File: src/rtl/cfd_pkg.sv
// ----------------------------------------------------------------------------
// cfd_pkg
// Shared types and constants for the command frame deframer.
// ----------------------------------------------------------------------------
`default_nettype none
package cfd_pkg;

  localparam int unsigned MAX_PAYLOAD  = 16;
  localparam int unsigned BUFFER_DEPTH = 32;

  localparam logic [7:0] HDR_BYTE  = 8'h3C;
  localparam logic [7:0] END_BYTE  = 8'hF3;
  localparam int unsigned MIN_JUDGE = 10;
  localparam int unsigned OVERHEAD  = 11;
  localparam int unsigned HDR_LEN   = 8;

  typedef enum logic [8:0] {
    S_IDLE  = 9'b000000001,
    S_SCAN  = 9'b000000010,
    S_HRD   = 9'b000000100,
    S_HCAP  = 9'b000001000,
    S_LCHK  = 9'b000010000,
    S_TCHK  = 9'b000100000,
    S_EMPTY = 9'b001000000,
    S_PRD   = 9'b010000000,
    S_PWAIT = 9'b100000000
  } cfd_state_t;

  // controller to datapath
  typedef struct packed {
    logic push;
    logic scan_start;
    logic rd_hdr;
    logic cap_hdr;
    logic rd_term;
    logic pay_start;
    logic rd_pay;
    logic load_out;
    logic drop1;
    logic drop_frame;
  } cfd_cmd_t;

  // datapath to controller
  typedef struct packed {
    logic fill_ge_min;
    logic hdr_bad;
    logic hdr_last;
    logic len_ok;
    logic complete;
    logic term_ok;
    logic len_zero;
    logic pay_last;
    logic out_free;
  } cfd_stat_t;

endpackage
`default_nettype wire

File: src/rtl/cfd_if.sv
// ----------------------------------------------------------------------------
// cfd_in_if / cfd_out_if
// Valid/ready channels for received bytes and deframed results.
// ----------------------------------------------------------------------------
`default_nettype none
interface cfd_in_if;
  logic       valid;
  logic       ready;
  logic [7:0] rx_byte;
  modport source (output valid, output rx_byte, input ready);
  modport sink   (input valid, input rx_byte, output ready);
endinterface

interface cfd_out_if;
  logic       valid;
  logic       ready;
  logic [7:0] command_major;
  logic [7:0] command_minor;
  logic [4:0] payload_length;
  logic [3:0] byte_index;
  logic [7:0] payload_byte;
  logic       has_payload;
  logic       last;
  modport source (output valid, output command_major, output command_minor,
                  output payload_length, output byte_index, output payload_byte,
                  output has_payload, output last, input ready);
  modport sink   (input valid, input command_major, input command_minor,
                  input payload_length, input byte_index, input payload_byte,
                  input has_payload, input last, output ready);
endinterface
`default_nettype wire

File: src/rtl/cfd_ram.sv
// ----------------------------------------------------------------------------
// cfd_ram
// Generic single write port RAM with registered read.
// ----------------------------------------------------------------------------
`default_nettype none
module cfd_ram #(
  parameter int unsigned Width = 8,
  parameter int unsigned Depth = 32
) (
  input  wire logic                     clk,
  input  wire logic                     we,
  input  wire logic [$clog2(Depth)-1:0] waddr,
  input  wire logic [Width-1:0]         wdata,
  input  wire logic                     re,
  input  wire logic [$clog2(Depth)-1:0] raddr,
  output logic      [Width-1:0]         rdata
);
  logic [Width-1:0] mem_r [Depth];
  logic [Width-1:0] rdata_r;

  always_ff @(posedge clk) begin
    if (we) begin
      mem_r[waddr] <= wdata;
    end
    if (re) begin
      rdata_r <= mem_r[raddr];
    end
  end

  assign rdata = rdata_r;
endmodule
`default_nettype wire

File: src/rtl/cfd_ctrl.sv
// ----------------------------------------------------------------------------
// cfd_ctrl
// Scan sequencer: header walk, length and terminator checks, payload emit.
// ----------------------------------------------------------------------------
`default_nettype none
module cfd_ctrl
  import cfd_pkg::*;
(
  input  wire logic      clk,
  input  wire logic      rst_n,
  input  wire logic      in_valid,
  output logic           in_ready,
  input  wire cfd_stat_t stat,
  output cfd_cmd_t       cmd
);
  cfd_state_t state_r, state_nxt;

  always_ff @(posedge clk) begin
    if (!rst_n) begin
      state_r <= S_IDLE;
    end else begin
      state_r <= state_nxt;
    end
  end

  always_comb begin
    state_nxt = state_r;
    cmd       = '0;
    in_ready  = 1'b0;
    case (state_r)
      S_IDLE: begin
        in_ready = 1'b1;
        if (in_valid) begin
          cmd.push  = 1'b1;
          state_nxt = S_SCAN;
        end
      end
      S_SCAN: begin
        if (!stat.fill_ge_min) begin
          state_nxt = S_IDLE;
        end else begin
          cmd.scan_start = 1'b1;
          state_nxt      = S_HRD;
        end
      end
      S_HRD: begin
        cmd.rd_hdr = 1'b1;
        state_nxt  = S_HCAP;
      end
      S_HCAP: begin
        if (stat.hdr_bad) begin
          cmd.drop1 = 1'b1;
          state_nxt = S_SCAN;
        end else begin
          cmd.cap_hdr = 1'b1;
          state_nxt   = stat.hdr_last ? S_LCHK : S_HRD;
        end
      end
      S_LCHK: begin
        if (!stat.len_ok) begin
          cmd.drop1 = 1'b1;
          state_nxt = S_SCAN;
        end else if (!stat.complete) begin
          state_nxt = S_IDLE;
        end else begin
          cmd.rd_term = 1'b1;
          state_nxt   = S_TCHK;
        end
      end
      S_TCHK: begin
        if (!stat.term_ok) begin
          cmd.drop1 = 1'b1;
          state_nxt = S_SCAN;
        end else begin
          cmd.pay_start = 1'b1;
          state_nxt     = stat.len_zero ? S_EMPTY : S_PRD;
        end
      end
      S_EMPTY: begin
        if (stat.out_free) begin
          cmd.load_out   = 1'b1;
          cmd.drop_frame = 1'b1;
          state_nxt      = S_SCAN;
        end
      end
      S_PRD: begin
        cmd.rd_pay = 1'b1;
        state_nxt  = S_PWAIT;
      end
      S_PWAIT: begin
        if (stat.out_free) begin
          cmd.load_out = 1'b1;
          if (stat.pay_last) begin
            cmd.drop_frame = 1'b1;
            state_nxt      = S_SCAN;
          end else begin
            state_nxt = S_PRD;
          end
        end
      end
      default: begin
        state_nxt = S_IDLE;
      end
    endcase
  end
endmodule
`default_nettype wire

File: src/rtl/cfd_dp.sv
// ----------------------------------------------------------------------------
// cfd_dp
// Ring buffer, header registers, offset arithmetic and result register.
// ----------------------------------------------------------------------------
`default_nettype none
module cfd_dp
  import cfd_pkg::*;
#(
  parameter int unsigned MaxPayload  = MAX_PAYLOAD,
  parameter int unsigned BufferDepth = BUFFER_DEPTH
) (
  input  wire logic       clk,
  input  wire logic       rst_n,
  input  wire logic [7:0] rx_byte,
  input  wire cfd_cmd_t   cmd,
  output cfd_stat_t       stat,
  input  wire logic       out_ready,
  output logic            out_valid,
  output logic [7:0]      command_major,
  output logic [7:0]      command_minor,
  output logic [4:0]      payload_length,
  output logic [3:0]      byte_index,
  output logic [7:0]      payload_byte,
  output logic            has_payload,
  output logic            last
);
  localparam int unsigned PW = $clog2(BufferDepth);
  localparam int unsigned FW = $clog2(BufferDepth + 1);
  localparam int unsigned OW = $clog2(2 * BufferDepth + MaxPayload + OVERHEAD + 1);
  localparam int unsigned IW = $clog2(MaxPayload + 1);
  localparam logic [OW-1:0] DEPTH_O = OW'(BufferDepth);

  logic [PW-1:0] head_r;
  logic [FW-1:0] fill_r;
  logic [2:0]    hoff_r;
  logic [7:0]    hb_r [HDR_LEN];
  logic [IW-1:0] idx_r;

  logic          ov_r;
  logic [7:0]    o_maj_r, o_min_r, o_byte_r;
  logic [4:0]    o_len_r;
  logic [3:0]    o_idx_r;
  logic          o_has_r, o_last_r;

  logic [7:0]    rdata;
  logic [15:0]   len16;
  logic [OW-1:0] len_o, need, rd_off, rd_sum, wr_sum, dr_sum, drop_n;
  logic [PW-1:0] rd_addr, wr_addr, head_adv;
  logic          full;

  // offset arithmetic: one add and one wrap compare each
  assign len16  = {hb_r[7], hb_r[6]};
  assign len_o  = OW'(len16);
  assign need   = OW'(OVERHEAD) + len_o;
  assign full   = (fill_r == FW'(BufferDepth));

  always_comb begin
    rd_off = OW'(hoff_r);
    if (cmd.rd_term) begin
      rd_off = need - OW'(1);
    end else if (cmd.rd_pay) begin
      rd_off = OW'(HDR_LEN) + OW'(idx_r);
    end
  end

  assign rd_sum  = OW'(head_r) + rd_off;
  assign rd_addr = PW'((rd_sum >= DEPTH_O) ? rd_sum - DEPTH_O : rd_sum);
  assign wr_sum  = OW'(head_r) + OW'(fill_r);
  assign wr_addr = PW'((wr_sum >= DEPTH_O) ? wr_sum - DEPTH_O : wr_sum);
  assign drop_n  = cmd.drop_frame ? need : OW'(1);
  assign dr_sum  = OW'(head_r) + drop_n;
  assign head_adv = PW'((dr_sum >= DEPTH_O) ? dr_sum - DEPTH_O : dr_sum);

  cfd_ram #(.Width(8), .Depth(BufferDepth)) u_ram (
    .clk   (clk),
    .we    (cmd.push),
    .waddr (wr_addr),
    .wdata (rx_byte),
    .re    (cmd.rd_hdr | cmd.rd_term | cmd.rd_pay),
    .raddr (rd_addr),
    .rdata (rdata)
  );

  always_ff @(posedge clk) begin
    if (!rst_n) begin
      head_r <= '0;
      fill_r <= '0;
      hoff_r <= '0;
      idx_r  <= '0;
      ov_r   <= 1'b0;
    end else begin
      if (cmd.push) begin
        if (full) begin
          head_r <= head_adv;
        end else begin
          fill_r <= fill_r + FW'(1);
        end
      end else if (cmd.drop1 || cmd.drop_frame) begin
        head_r <= head_adv;
        fill_r <= fill_r - FW'(drop_n);
      end
      if (cmd.scan_start) begin
        hoff_r <= '0;
      end else if (cmd.cap_hdr) begin
        hoff_r <= hoff_r + 3'd1;
      end
      if (cmd.pay_start) begin
        idx_r <= '0;
      end else if (cmd.load_out) begin
        idx_r <= idx_r + IW'(1);
      end
      if (cmd.load_out) begin
        ov_r <= 1'b1;
      end else if (out_ready) begin
        ov_r <= 1'b0;
      end
    end
  end

  always_ff @(posedge clk) begin
    if (cmd.cap_hdr) begin
      hb_r[hoff_r] <= rdata;
    end
    if (cmd.load_out) begin
      o_maj_r  <= hb_r[4];
      o_min_r  <= hb_r[5];
      o_len_r  <= 5'(len16);
      o_idx_r  <= 4'(idx_r);
      o_has_r  <= !stat.len_zero;
      o_byte_r <= stat.len_zero ? 8'd0 : rdata;
      o_last_r <= stat.len_zero || stat.pay_last;
    end
  end

  always_comb begin
    stat.fill_ge_min = (fill_r >= FW'(MIN_JUDGE));
    stat.hdr_bad     = (hoff_r < 3'd4) && (rdata != HDR_BYTE);
    stat.hdr_last    = (hoff_r == 3'(HDR_LEN - 1));
    stat.len_ok      = (len16 <= 16'(MaxPayload));
    stat.complete    = (OW'(fill_r) >= need);
    stat.term_ok     = (rdata == END_BYTE);
    stat.len_zero    = (len16 == 16'd0);
    stat.pay_last    = (OW'(idx_r) + OW'(1) == len_o);
    stat.out_free    = !ov_r || out_ready;
  end

  assign out_valid      = ov_r;
  assign command_major  = o_maj_r;
  assign command_minor  = o_min_r;
  assign payload_length = o_len_r;
  assign byte_index     = o_idx_r;
  assign payload_byte   = o_byte_r;
  assign has_payload    = o_has_r;
  assign last           = o_last_r;
endmodule
`default_nettype wire

File: src/rtl/command_frame_deframer.sv
// ----------------------------------------------------------------------------
// command_frame_deframer
// Byte-stream deframer for header/length/terminator command frames.
// ----------------------------------------------------------------------------
// Takes one received byte per request into a ring buffer and scans it for
// frames: four 0x3C header bytes, two command bytes, a little-endian 16-bit
// length (at most MaxPayload), the payload, two check bytes (not verified)
// and a 0xF3 terminator. Nothing is judged below ten buffered bytes. A bad
// header, length or terminator drops the oldest byte and the scan restarts;
// a full buffer drops its oldest byte on arrival. Each good frame yields one
// result per payload byte (last marks the final one), or a single marker
// result with has_payload low for an empty payload. The buffer sits in a
// single-read-port RAM, so each buffered byte the scan looks at is read
// through the RAM's output register before it is used. Emitting a frame
// yields one result per payload byte and stalls under output back-pressure.
// No clearing pass is needed after reset.
// ----------------------------------------------------------------------------
`default_nettype none
module command_frame_deframer
  import cfd_pkg::*;
#(
  parameter int unsigned MaxPayload  = MAX_PAYLOAD,
  parameter int unsigned BufferDepth = BUFFER_DEPTH
) (
  input  wire logic clk,
  input  wire logic rst_n,
  cfd_in_if.sink    in_chan,
  cfd_out_if.source out_chan
);
  cfd_cmd_t  cmd;   // sequencer commands
  cfd_stat_t stat;  // datapath status flags

  cfd_ctrl u_ctrl (
    .clk      (clk),
    .rst_n    (rst_n),
    .in_valid (in_chan.valid),
    .in_ready (in_chan.ready),
    .stat     (stat),
    .cmd      (cmd)
  );

  // buffer, offsets and the result register
  cfd_dp #(.MaxPayload(MaxPayload), .BufferDepth(BufferDepth)) u_dp (
    .clk            (clk),
    .rst_n          (rst_n),
    .rx_byte        (in_chan.rx_byte),
    .cmd            (cmd),
    .stat           (stat),
    .out_ready      (out_chan.ready),
    .out_valid      (out_chan.valid),
    .command_major  (out_chan.command_major),
    .command_minor  (out_chan.command_minor),
    .payload_length (out_chan.payload_length),
    .byte_index     (out_chan.byte_index),
    .payload_byte   (out_chan.payload_byte),
    .has_payload    (out_chan.has_payload),
    .last           (out_chan.last)
  );
endmodule
`default_nettype wire

File: src/flat_wrapper.sv
// flat-port wrapper written by rule: the top's interface ports become plain ports
module command_frame_deframer_flat import cfd_pkg::*;
#(
  parameter int unsigned MaxPayload  = MAX_PAYLOAD,
  parameter int unsigned BufferDepth = BUFFER_DEPTH
)
  (clk, rst_n, in_chan_valid, in_chan_rx_byte, in_chan_ready, out_chan_valid, out_chan_command_major, out_chan_command_minor, out_chan_payload_length, out_chan_byte_index, out_chan_payload_byte, out_chan_has_payload, out_chan_last, out_chan_ready);
  cfd_in_if in_chan_i ();
  cfd_out_if out_chan_i ();
  input  wire logic clk;
  input  wire logic rst_n;
  input wire logic [$bits(in_chan_i.valid)-1:0] in_chan_valid;
  input wire logic [$bits(in_chan_i.rx_byte)-1:0] in_chan_rx_byte;
  output wire logic [$bits(in_chan_i.ready)-1:0] in_chan_ready;
  output wire logic [$bits(out_chan_i.valid)-1:0] out_chan_valid;
  output wire logic [$bits(out_chan_i.command_major)-1:0] out_chan_command_major;
  output wire logic [$bits(out_chan_i.command_minor)-1:0] out_chan_command_minor;
  output wire logic [$bits(out_chan_i.payload_length)-1:0] out_chan_payload_length;
  output wire logic [$bits(out_chan_i.byte_index)-1:0] out_chan_byte_index;
  output wire logic [$bits(out_chan_i.payload_byte)-1:0] out_chan_payload_byte;
  output wire logic [$bits(out_chan_i.has_payload)-1:0] out_chan_has_payload;
  output wire logic [$bits(out_chan_i.last)-1:0] out_chan_last;
  input wire logic [$bits(out_chan_i.ready)-1:0] out_chan_ready;
  assign in_chan_i.valid = in_chan_valid;
  assign in_chan_i.rx_byte = in_chan_rx_byte;
  assign in_chan_ready = in_chan_i.ready;
  assign out_chan_valid = out_chan_i.valid;
  assign out_chan_command_major = out_chan_i.command_major;
  assign out_chan_command_minor = out_chan_i.command_minor;
  assign out_chan_payload_length = out_chan_i.payload_length;
  assign out_chan_byte_index = out_chan_i.byte_index;
  assign out_chan_payload_byte = out_chan_i.payload_byte;
  assign out_chan_has_payload = out_chan_i.has_payload;
  assign out_chan_last = out_chan_i.last;
  assign out_chan_i.ready = out_chan_ready;
  command_frame_deframer #(.MaxPayload(MaxPayload), .BufferDepth(BufferDepth)) u_core (.clk(clk), .rst_n(rst_n), .in_chan(in_chan_i), .out_chan(out_chan_i));
endmodule
File: config.mk
export PLATFORM = sky130hd
export DESIGN_NAME = command_frame_deframer_flat
export DESIGN_NICKNAME = d
export VERILOG_FILES = /design/src/rtl/cfd_pkg.sv /design/src/rtl/cfd_if.sv /design/src/rtl/cfd_ram.sv /design/src/rtl/cfd_ctrl.sv /design/src/rtl/cfd_dp.sv /design/src/rtl/command_frame_deframer.sv /design/src/flat_wrapper.sv
export SDC_FILE = /design/constraint.sdc
export NUM_CORES = 1
export LEC_CHECK = 0
export BUFFER_PORTS_ARGS = -buffer_cell sky130_fd_sc_hd__buf_2
export CORE_MARGIN = 2
export CORE_UTILIZATION = 55
export DETAILED_ROUTE_END_ITERATION = 12
export PLACE_DENSITY = 0.72
export SETUP_SLACK_MARGIN = 0.1
export SYNTH_ARGS = -nofsm -noshare
export SYNTH_HDL_FRONTEND = slang
export SYNTH_SLANG_ARGS = --single-unit
File: constraint.sdc
create_clock -name clk -period 5.9 [get_ports clk]
set_clock_uncertainty 0.2 [all_clocks]
set_input_delay 0.59 -clock clk [delete_from_list [all_inputs] [get_ports clk]]
set_output_delay 0.59 -clock clk [all_outputs]
set_load 0.02 [all_outputs]
==> results by group, run 1 <==
Yosys
  – Mapped Cells: 918
  – Synthesized Nets: approximately 960
  – Synth cell count leaders: edfxtp_1 (331), nor2_1 (93), mux4_2 (64), a21oi_1 (49), mux2i_1 (31)
  – Syn Std Cell Area: 0.0153 mm^2
  – Yosys warns: 0
  – Sequential element share of the synthesized area: 68.8%
  – Ranking of synthesized cells by area: edfxtp_1 (65%), mux4_2 (9.4%), dfxtp_1 (3.8%)
  – Post-synth top area share: 65.0%
  – Post-synth cell types: 66
  – Share of flip-flops with an asynchronous set or reset: 0%
  – Syn avg cell area: 16.7 um^2
  – Most frequent cell after synthesis: edfxtp_1
  – Main synth FF type: edfxtp_1
  – Leading area contributor after synthesis: edfxtp_1
  – Post-synth EDFFs: 331
  – Register bit total from synthesis: 360

Worst setup path
  – Kind of critical path: reg -> reg
  – Reg2reg setup slack: 0.67 ns
  – Crit path DAT: ~5.3 ns
  – Startpoint Class: flip-flop
  – Crit-path max FO: 51
  – Worst R2R End: u_core.u_dp.u_ram.rdata[3]
  – Worst r2r src: u_core.u_dp.hb_r[6][0]
  – Critical Path End Type: flip-flop
  – Crit path required time: 5.95 ns
  – Register-to-Register Path Depth: 22

Floorplanning
  – Die height: 171 um
  – Initial Utilization: 55.5%
  – DIE WIDTH: 171 um
  – Row Count: 61
  – Die Footprint: around 0.03 mm^2
  – I/O pin cnt: between 40 and 50
  – Core Region: 0.0276 mm^2

Power
  – Leak Pwr: 5.75 nW
  – P per Cell Area: 331 mW/mm^2
  – Maximum vdd drop: 0.338 mV

Global routing
  – Global Route Usage Sum: 21.5%
  – First-pass GRT wire length: 46900 um
  – Largest net degree at the start of global routing: 52
  – Antenna violations before repair: 0
  – Grt ovf: 0
  – Vias in the first global route: 8013

Timing
  – Min Hold Slack: a little over 0.2 ns
  – Finish-stage setup viols: 0
  – F_max: 0.191 GHz
  – Pins Over Slew Limit: 0
  – Final Hold Violating Endpoints: 0
  – Unrepaired setup endpoints after global routing: false
  – Setup_tns: 0 ns
  – Slew @ Worst Pin: roughly 1.3 ns
  – Slew HR: 15.0%
  – Tmin final: 5.23 ns
  – Final period utilization: 88.7%

Detailed routing
  – Number of remaining DRC errors: 0
  – Pre-Repair DR Iteration Count: 5
  – Final WL: 30300 um
  – Initial DRC Count: 769
  – Vias per inst: 5.84
  – Final ANT Viol Nets: 0
  – Routed wire length per instance: 21.8 um
  – Routed via count: 8120

Finish
  – Diode count: 0
  – Post-layout util: just over 60%
  – Syn-to-layout area delta: 12.2%
  – # fillers: slightly below 2k
  – Layout cells sized above 1: a little over a fifth
  – Post-Layout Cell Count: approximately 1.4k
  – Layout Cell Area excl Fill: 0.0172 mm^2
  – # nets final: 1030

Placement
  – Cell Area, Placed: roughly 0.016 mm^2
  – Post-detail-place hpwl: 19500 um
  – I/O Buffers: 48
  – Placed Instances: 1322
  – GP Congestion: 0.827

Clock network
  – H-tree levels: 2
  – Bufs on Longest Clock Path: 3
  – Post-cts resize count: 0
  – TritonCTS Sinks: 360
  – Hold Buf Count CTS: 0
  – Clock latency on the worst-skew pair: 0.53 ns
  – CTS tree: yes
  – Clock-pin transition on the worst setup and hold timing paths: 0.06 ns
  – Root Buffer Master: clkbuf_16
  – Number of post-CTS setup repair buffers: 0
  – Num CTS Buffers: 38

Hold path
  – Hold_sp: rst_n
  – Cells on Worst Hold Path: 2
  – Worst min path class: in -> reg
  – Worst Hold Endpoint: u_core.u_ctrl.state_r[0]

Status
  – Outcome: finished, final reports clean

Flow run
  – Maxcap violations: 0
[flip-flops by register name, indices dropped and copies added (netlist names)]
signal	cells
out_chan_command_major	8
u_core.u_dp.byte_index	4
u_core.u_ctrl.state_r	9
u_core.u_dp.u_ram.mem_r	256
u_core.u_dp.payload_byte	8
u_core.u_dp.head_r	5
u_core.u_dp.last	1
u_core.u_dp.payload_length	5
out_chan_command_minor	8
u_core.u_dp.hoff_r	3
u_core.u_dp.idx_r	5
u_core.u_dp.has_payload	1
u_core.u_dp.hb_r	32
u_core.u_dp.fill_r	6
u_core.u_dp.u_ram.rdata	8
u_core.u_dp.out_valid	1
[how the worst max path moves through the flow]
| stage | startpoint | end | slack [ns] | depth (start not counted) |
|---|---|---|---|---|
| floorplan | u_core.u_dp.hb_r[6][0] | u_core.u_dp.u_ram.rdata[0] | 0.82 | 21 |
| global placement | u_core.u_dp.hb_r[6][0] | u_core.u_dp.u_ram.rdata[1] | 0.77 | 20 |
| detailed placement | u_core.u_dp.hb_r[6][0] | u_core.u_dp.u_ram.rdata[3] | 0.68 | 21 |
| CTS | u_core.u_dp.hb_r[6][0] | u_core.u_dp.u_ram.rdata[3] | 0.63 | 21 |
| global route | u_core.u_dp.hb_r[6][0] | u_core.u_dp.u_ram.rdata[3] | 0.25 | 21 |
| finish | u_core.u_dp.hb_r[6][0] | u_core.u_dp.u_ram.rdata[3] | 0.67 | 22 |
[worst max-delay path: stages (launching register included)]
cell	delay, ns
edfxtp_1	0.32
buf_4	0.17
inv_1	0.08
ha_1	0.26
nor2b_1	0.18
nor2_1	0.07
xnor2_1	0.16
buf_4	0.17
inv_1	0.05
ha_1	0.29
o2111ai_1	0.09
o21ai_0	0.39
nand3b_4	0.19
nor2_1	0.12
a21oi_1	0.08
ha_4	0.18
fa_2	0.56
buf_12	0.29
mux4_2	0.37
mux2i_1	0.22
nor2_1	0.06
a21oi_1	0.27
mux2i_1	0.15
[report_power, final]
group	switching, mW	internal [mW]
logic	0.339	0.247
clock network	0.954	1.27
registers	0.0368	2.84
total	1.33	4.35
[layout make-up]
type	instances	area, um^2	share of cell area (%)
Sequential cell	360	10500	61.3
Multi-Input combinational cell	513	4610	26.8
Clock buffer	47	1010	5.86
Tap cell	378	473	2.76
Timing Repair Buffer	58	340	1.98
Clock inverter	22	164	0.955
Inverter	13	48.8	0.284
[per-layer routing]
| layer | up-vias | wire length (um) | share of wire (%) | track usage (%) |
|---|---|---|---|---|
| li1 | 3740 | - | - | - |
| met1 | 4067 | 13400 | 44 | 31.1 |
| met4 | 0 | 635 | 2.1 | 5.76 |
| met5 | - | 0 | 0 | 0 |
| met2 | 265 | 14600 | 48 | 35.1 |
| met3 | 48 | 1720 | 5.7 | 2.78 |
[placed cells by master, fill, tap and decap left out, types with 9 or more instances in the layout]
cell and n:
nand2b_1 9, ha_1 29, clkbuf_16 39, mux2_2 16, xor2_1 10, a21oi_1 49, dfxtp_1 29, nand2_1 28
o21ai_0 14, nor2_1 92, mux4_2 64, edfxtp_1 331, buf_2 48, and2_1 12, nand3_1 17, nor3_1 9
a21o_1 11, xnor2_1 23, inv_1 13, nor2b_1 9, mux2i_1 31
[logic make-up after synthesis]
group,share of synthesized area (%)
fa+ha+maj,2.98
compound gates,4.06
flops,68.8
xor+xnor,2.18
simple gates,7.95
mux,12.6
buf+inv,1.44
[through the flow]
step | power, mW | worst slack, ns
floorplan | 3.33 | 0.820
global placement | 3.50 | 0.768
detailed placement | 3.51 | 0.679
CTS | 5.72 | 0.626
global route | 5.88 | 0.247
finish | 5.68 | 0.669
Note: power is estimated with default switching activity, not from simulation.
==> inputs of run 2 (changes only) <==
Settings changed: CORE_UTILIZATION 55 to 60, PLACE_DENSITY 0.72 to 0.77.
==> run 2 against run 1 <==
  * Global-route usage rose by 2.7 points
  * Critical path depth shrank 3
  * Non-clock buffer count shrank 1
  * Maximum frequency about the same
  * Sequential power hardly changed
  * Largest cell class unchanged
  * Setup slack got worse by 0.0021 ns
  * Critical endpoint is now u_core.u_dp.u_ram.rdata[2]
  * Clock power decreased by 4%
  * Combinational power grew 2%
  * Sequential share of layout area increased by 0.46 points
  * Count of clock-buffer cells in the layout increased by 1
  * Register-to-register slack about the same
==> results by group, run 2 (same netlist as run 1, synthesis figures left out) <==
Status
  – Outcome: finished, final reports clean

Clock network
  – TritonCTS Sinks: 360
  – Bufs on Longest Clock Path: 3
  – H-tree levels: 2
  – Root Buffer Master: clkbuf_16
  – Clock-pin transition on the worst setup and hold timing paths: 0.06 ns
  – Hold Buf Count CTS: 0
  – Num CTS Buffers: 37
  – Clock latency on the worst-skew pair: 0.51 ns
  – CTS tree: yes

Global routing
  – Vias in the first global route: 8279
  – Global Route Usage Sum: approximately 24%
  – Largest net degree at the start of global routing: 44
  – Grt ovf: 0
  – Antenna violations before repair: 0
  – First-pass GRT wire length: 48800 um

Timing
  – F_max: 0.191 GHz
  – Slew HR: between 10% and 20%
  – Min Hold Slack: 0.196 ns
  – Slew @ Worst Pin: 1.23 ns
  – Final period utilization: 88.7%
  – Unrepaired setup endpoints after global routing: false
  – Final Hold Violating Endpoints: 0
  – Tmin final: 5.23 ns
  – Finish-stage setup viols: 0
  – Pins Over Slew Limit: 0
  – Setup_tns: 0 ns

Worst setup path
  – Reg2reg setup slack: roughly 0.67 ns
  – Kind of critical path: reg -> reg
  – Register-to-Register Path Depth: 19
  – Crit-path max FO: 21
  – Crit path DAT: between 5 and 6 ns
  – Critical Path End Type: flip-flop
  – Worst r2r src: u_core.u_dp.hb_r[6][1]
  – Worst setup path start: u_core.u_dp.hb_r[6][1]
  – Worst R2R End: u_core.u_dp.u_ram.rdata[2]
  – Crit path required time: 5.94 ns
  – Startpoint Class: flip-flop

Detailed routing
  – Final ANT Viol Nets: 0
  – Initial DRC Count: 880
  – Pre-Repair DR Iteration Count: 7
  – Vias per inst: 6.24
  – Routed via count: 8322
  – Number of remaining DRC errors: 0
  – Routed wire length per instance: roughly 24 um
  – Final WL: 31400 um

Floorplanning
  – Initial Utilization: 60.9%
  – DIE WIDTH: 164 um
  – Core Region: 0.0251 mm^2
  – Die height: 164 um
  – I/O pin cnt: 49
  – Die Footprint: 0.0268 mm^2
  – Row Count: 58

Hold path
  – Hold_sp: rst_n
  – Worst Hold Endpoint: u_core.u_ctrl.state_r[0]
  – Worst min path class: in -> reg
  – Cells on Worst Hold Path: 2

Finish
  – Diode count: 0
  – Max FFs per register: 256
  – Layout cells sized above 1: 20.9%
  – Commonest non-fill, non-tap cell in the layout: edfxtp_1
  – Area occupied by multi-input gates: 0.00461 mm^2
  – # nets final: 1028
  – Syn-to-layout area delta: 11.3%
  – Most frequent cells in the layout: edfxtp_1 (331), nor2_1 (92), mux4_2 (64)
  – Largest register by flop count: u_core.u_dp.u_ram.mem_r
  – Sequential cell area: 0.0105 mm^2
  – Biggest regs: u_core.u_dp.u_ram.mem_r x256, u_core.u_dp.hb_r x32, u_core.u_ctrl.state_r x9
  – # fillers: 1656

Power
  – P per Cell Area: roughly 330 mW/mm^2
  – Maximum vdd drop: 0.334 mV
  – Leak Pwr: 5.72 nW

Placement
  – GP Congestion: 0.875
  – Post-detail-place hpwl: 19800 um
  – I/O Buffers: 48

Flow run
  – Maxcap violations: 0
[run 2: cell types whose count changed in the layout (fill, tap and decap cells not counted), moves of 3 or more]
cell        before  now
clkinvlp_4       4    1
buf_4            8    5
clkinv_2         8    5
clkinv_1         6    3
[run 2: area by class of cell]
class	instances	share of cell area, %
inverter	13	0.287
clock buffer	48	5.74
clock inverter	13	0.588
multi-input combinational	513	27.1
sequential	360	61.8
timing repair buffer	57	2.10
tap	330	2.42
[run 2: routing by layer]
| metal | GRT usage, % | routed length (um) | vias up |
|---|---|---|---|
| met5 | 0 | 0 | - |
| met4 | 6.62 | 706 | 0 |
| met3 | 3.40 | 1970 | 57 |
| met2 | 40.4 | 15600 | 317 |
| met1 | 34.2 | 13100 | 4218 |
| li1 | - | - | 3730 |
[run 2: how the worst max path moves through the flow]
| stage | cells past startpoint | endpoint | slack (ns) |
|---|---|---|---|
| after floorplan | 21 | u_core.u_dp.u_ram.rdata[0] | 0.82 |
| after global placement | 19 | u_core.u_dp.u_ram.rdata[2] | 0.69 |
| after detailed placement | 19 | u_core.u_dp.u_ram.rdata[3] | 0.57 |
| after CTS | 19 | u_core.u_dp.u_ram.rdata[2] | 0.49 |
| after global routing | 19 | u_core.u_dp.u_ram.rdata[2] | 0.26 |
| final | 19 | u_core.u_dp.u_ram.rdata[2] | 0.67 |
[run 2: what timing repair did]
item	in CTS	in global routing
setup endpoints to repair	0	1
resized for setup	0	1
endpoints found under the hold margin	0	0
buffers inserted	0	0
[run 2: where the power goes]
group / switching (mW) / internal, mW
sequential: 0.0388 / 2.84
combinational: 0.345 / 0.252
clock: 0.917 / 1.21
[run 2: per-stage QoR]
step	worst slack, ns	instance area, um^2	utilization [%]	power, mW	cells
after floorplan	0.820	15300	-	3.33	918
final	0.666	17000	67.8	5.60	1334
after global placement	0.688	15900	63.5	3.51	1273
after CTS	0.495	17000	67.8	5.62	1334
after detailed placement	0.573	15900	63.5	3.52	1273
after global routing	0.258	17000	67.8	5.77	1334
[run 2: worst max-delay path: stages, from the launching register on]
cell	delay, ns
edfxtp_1	0.41
inv_1	0.09
ha_1	0.24
nor2b_1	0.16
nor2_1	0.09
xnor2_2	0.35
inv_1	0.08
ha_1	0.31
o2111ai_1	0.09
o21ai_0	0.37
nand3b_4	0.19
nor2_1	0.12
a21oi_1	0.07
ha_4	0.18
fa_2	0.56
buf_4	0.32
mux4_2	0.36
mux2_2	0.30
a21oi_1	0.33
mux2i_1	0.13
==> inputs of run 3 (changes only) <==
Settings changed: RECOVER_POWER set to 25.
==> run 3 against run 2 <==
  * Hold slack about the same
  * Wire length hardly changed
  * Maximum frequency down 0.66%
  * Critical endpoint unchanged
  * Largest cell class unchanged
  * Largest power group unchanged
==> results by group, run 3 (same netlist as run 1, synthesis figures left out) <==
Status
  – Outcome: finished, final reports clean

Global routing
  – First-pass GRT wire length: 48800 um
  – Vias in the first global route: 8279
  – Largest net degree at the start of global routing: 44
  – Grt ovf: 0
  – Antenna violations before repair: 0
  – Met2 Use GR: 40.4%
  – Met3 Use GR: 3.40%
  – Peak-usage layer in the global routing report: met2
  – Met1 usage: 34.2%
  – Global Route Usage Sum: 24.3%

Timing
  – Finish-stage setup viols: 0
  – Setup_tns: 0 ns
  – Slew @ Worst Pin: approximately 1.5 ns
  – Tmin final: 5.27 ns
  – Slew HR: 1.08%
  – Unrepaired setup endpoints after global routing: false
  – Final period utilization: 89.3%
  – Final Hold Violating Endpoints: 0
  – Pins Over Slew Limit: 0
  – F_max: 0.190 GHz

Power
  – Maximum vdd drop: 0.334 mV
  – P per Cell Area: 329 mW/mm^2
  – Leak Pwr: 5.70 nW

Clock network
  – Hold Buf Count CTS: 0
  – Num CTS Buffers: 37
  – TritonCTS Sinks: 360
  – Clock-pin transition on the worst setup and hold timing paths: 0.06 ns
  – Root Buffer Master: clkbuf_16
  – Bufs on Longest Clock Path: 3
  – Post-cts resize count: 0
  – CTS tree: yes
  – H-tree levels: 2
  – Clock latency on the worst-skew pair: 0.51 ns
  – Number of post-CTS setup repair buffers: 0

Placement
  – GP Congestion: 0.875
  – Post-detail-place hpwl: ~20000 um
  – Cell Area, Placed: 0.0159 mm^2
  – I/O Buffers: 48

Detailed routing
  – Final WL: 31400 um
  – Initial DRC Count: 873
  – Pre-Repair DR Iteration Count: 7
  – Vias per inst: 6.24
  – Routed via count: 8322
  – Routed wire length per instance: 23.5 um
  – Final ANT Viol Nets: 0
  – Number of remaining DRC errors: 0

Finish
  – # nets final: roughly 1.0k
  – Most frequent cells in the layout: edfxtp_1 (331), nor2_1 (92), mux4_2 (64)
  – Diode count: 0
  – Biggest regs: u_core.u_dp.u_ram.mem_r x256, u_core.u_dp.hb_r x32, u_core.u_ctrl.state_r x9
  – Layout Cell Area excl Fill: 0.0170 mm^2
  – Syn-to-layout area delta: 11.3%
  – Layout cells sized above 1: 20.3%
  – # fillers: 1661
  – Max FFs per register: around 260
  – Largest register by flop count: u_core.u_dp.u_ram.mem_r
  – Commonest non-fill, non-tap cell in the layout: edfxtp_1

Worst setup path
  – Crit-path max FO: 21
  – Crit-path slowest cell: fa_2
  – Crit path required time: a little under 6 ns
  – Critical Path End Type: flip-flop
  – Max incr delay on CP: about 0.56 ns
  – Kind of critical path: reg -> reg
  – Crit path DAT: 5.31 ns
  – CP Cell Sequence: clkbuf_1 -> o21ai_0 -> a21boi_0 -> xnor2_1 -> ha_1 -> o2111ai_1 -> o21ai_0 -> nand3b_4 -> nor2_1 -> a21oi_1 -> ha_4 -> fa_2 -> buf_4 -> mux4_2 -> mux2_2 -> a21oi_1 -> mux2i_1
  – Startpoint Class: flip-flop

Floorplanning
  – Core Region: 0.0251 mm^2
  – Die Footprint: 0.0268 mm^2
  – Die height: between 150 and 200 um
  – Initial Utilization: between 60 and 70%
  – DIE WIDTH: 164 um
  – I/O pin cnt: 49
  – Row Count: 58

Hold path
  – Worst min path class: in -> reg

Flow run
  – Maxcap violations: 0
-- run 3: cell types whose count changed in the layout (fill, tap and decap cells not counted), sizes merged --
| cell | before | now |
|---|---|---|
| clkbuf | 48 | 54 |
| buf | 57 | 51 |
-- run 3: critical path: cells and delay by family, from the launching register on --
| family | cells | cell delay, ns |
|---|---|---|
| and+or+nand+nor | 2 | 0.31 |
| DFF | 1 | 0.35 |
| muxes | 3 | 0.79 |
| buffers and inverters | 2 | 0.76 |
| adders and majority gates | 3 | 1.06 |
| AOI/OAI and AO/OA | 6 | 1.38 |
| xor gates and xnor gates | 1 | 0.15 |
-- run 3: layout make-up --
| type | instances | area [um^2] | share of cell area (%) |
|---|---|---|---|
| multi-input combinational | 513 | 4610 | 27.1 |
| timing repair buffer | 57 | 348 | 2.04 |
| inverter | 13 | 48.8 | 0.287 |
| sequential | 360 | 10500 | 61.8 |
| clock buffer | 48 | 977 | 5.74 |
| clock inverter | 13 | 100 | 0.588 |
| tap | 330 | 413 | 2.43 |
-- run 3: stage by stage --
stage               instances  total power, mW  worst slack [ns]  utilization [%]  hold WS [ns]
detailed placement       1273             3.52             0.573             63.5         0.207
global placement         1273             3.51             0.688             63.5         0.201
CTS                      1334             5.62             0.495             67.8         0.195
finish                   1334             5.60             0.632             67.8         0.196
floorplan                 918             3.33             0.820                -         0.200
global route             1334             5.77             0.256             67.8         0.210
-- run 3: where the power goes --
| group | leakage (nW) | switching [mW] | internal [mW] |
|---|---|---|---|
| logic | 1.96 | 0.345 | 0.251 |
| registers | 3.21 | 0.0388 | 2.84 |
| clock network | 0.527 | 0.916 | 1.21 |
| total | 5.70 | 1.30 | 4.30 |
-- run 3: layer usage --
layer | vias to the layer above | share of wire [%] | routed length, um
li1 | 3730 | - | -
met1 | 4213 | 42 | 13100
met2 | 322 | 50 | 15600
met3 | 57 | 6.4 | 2020
met4 | 0 | 2.2 | 706
met5 | - | 0 | 0
-- run 3: worst paths after layout --
kind                                              from                         end  slack (ns)  cells past startpoint
worst max-delay path            u_core.u_dp.hb_r[6][0]  u_core.u_dp.u_ram.rdata[2]        0.63                     17
worst max register to register  u_core.u_dp.hb_r[6][0]  u_core.u_dp.u_ram.rdata[2]        0.63                     17
worst min register to register  u_core.u_dp.hb_r[5][0]   out_chan_command_minor[0]        0.23                      0
worst min-delay path                             rst_n    u_core.u_ctrl.state_r[0]        0.20                      2
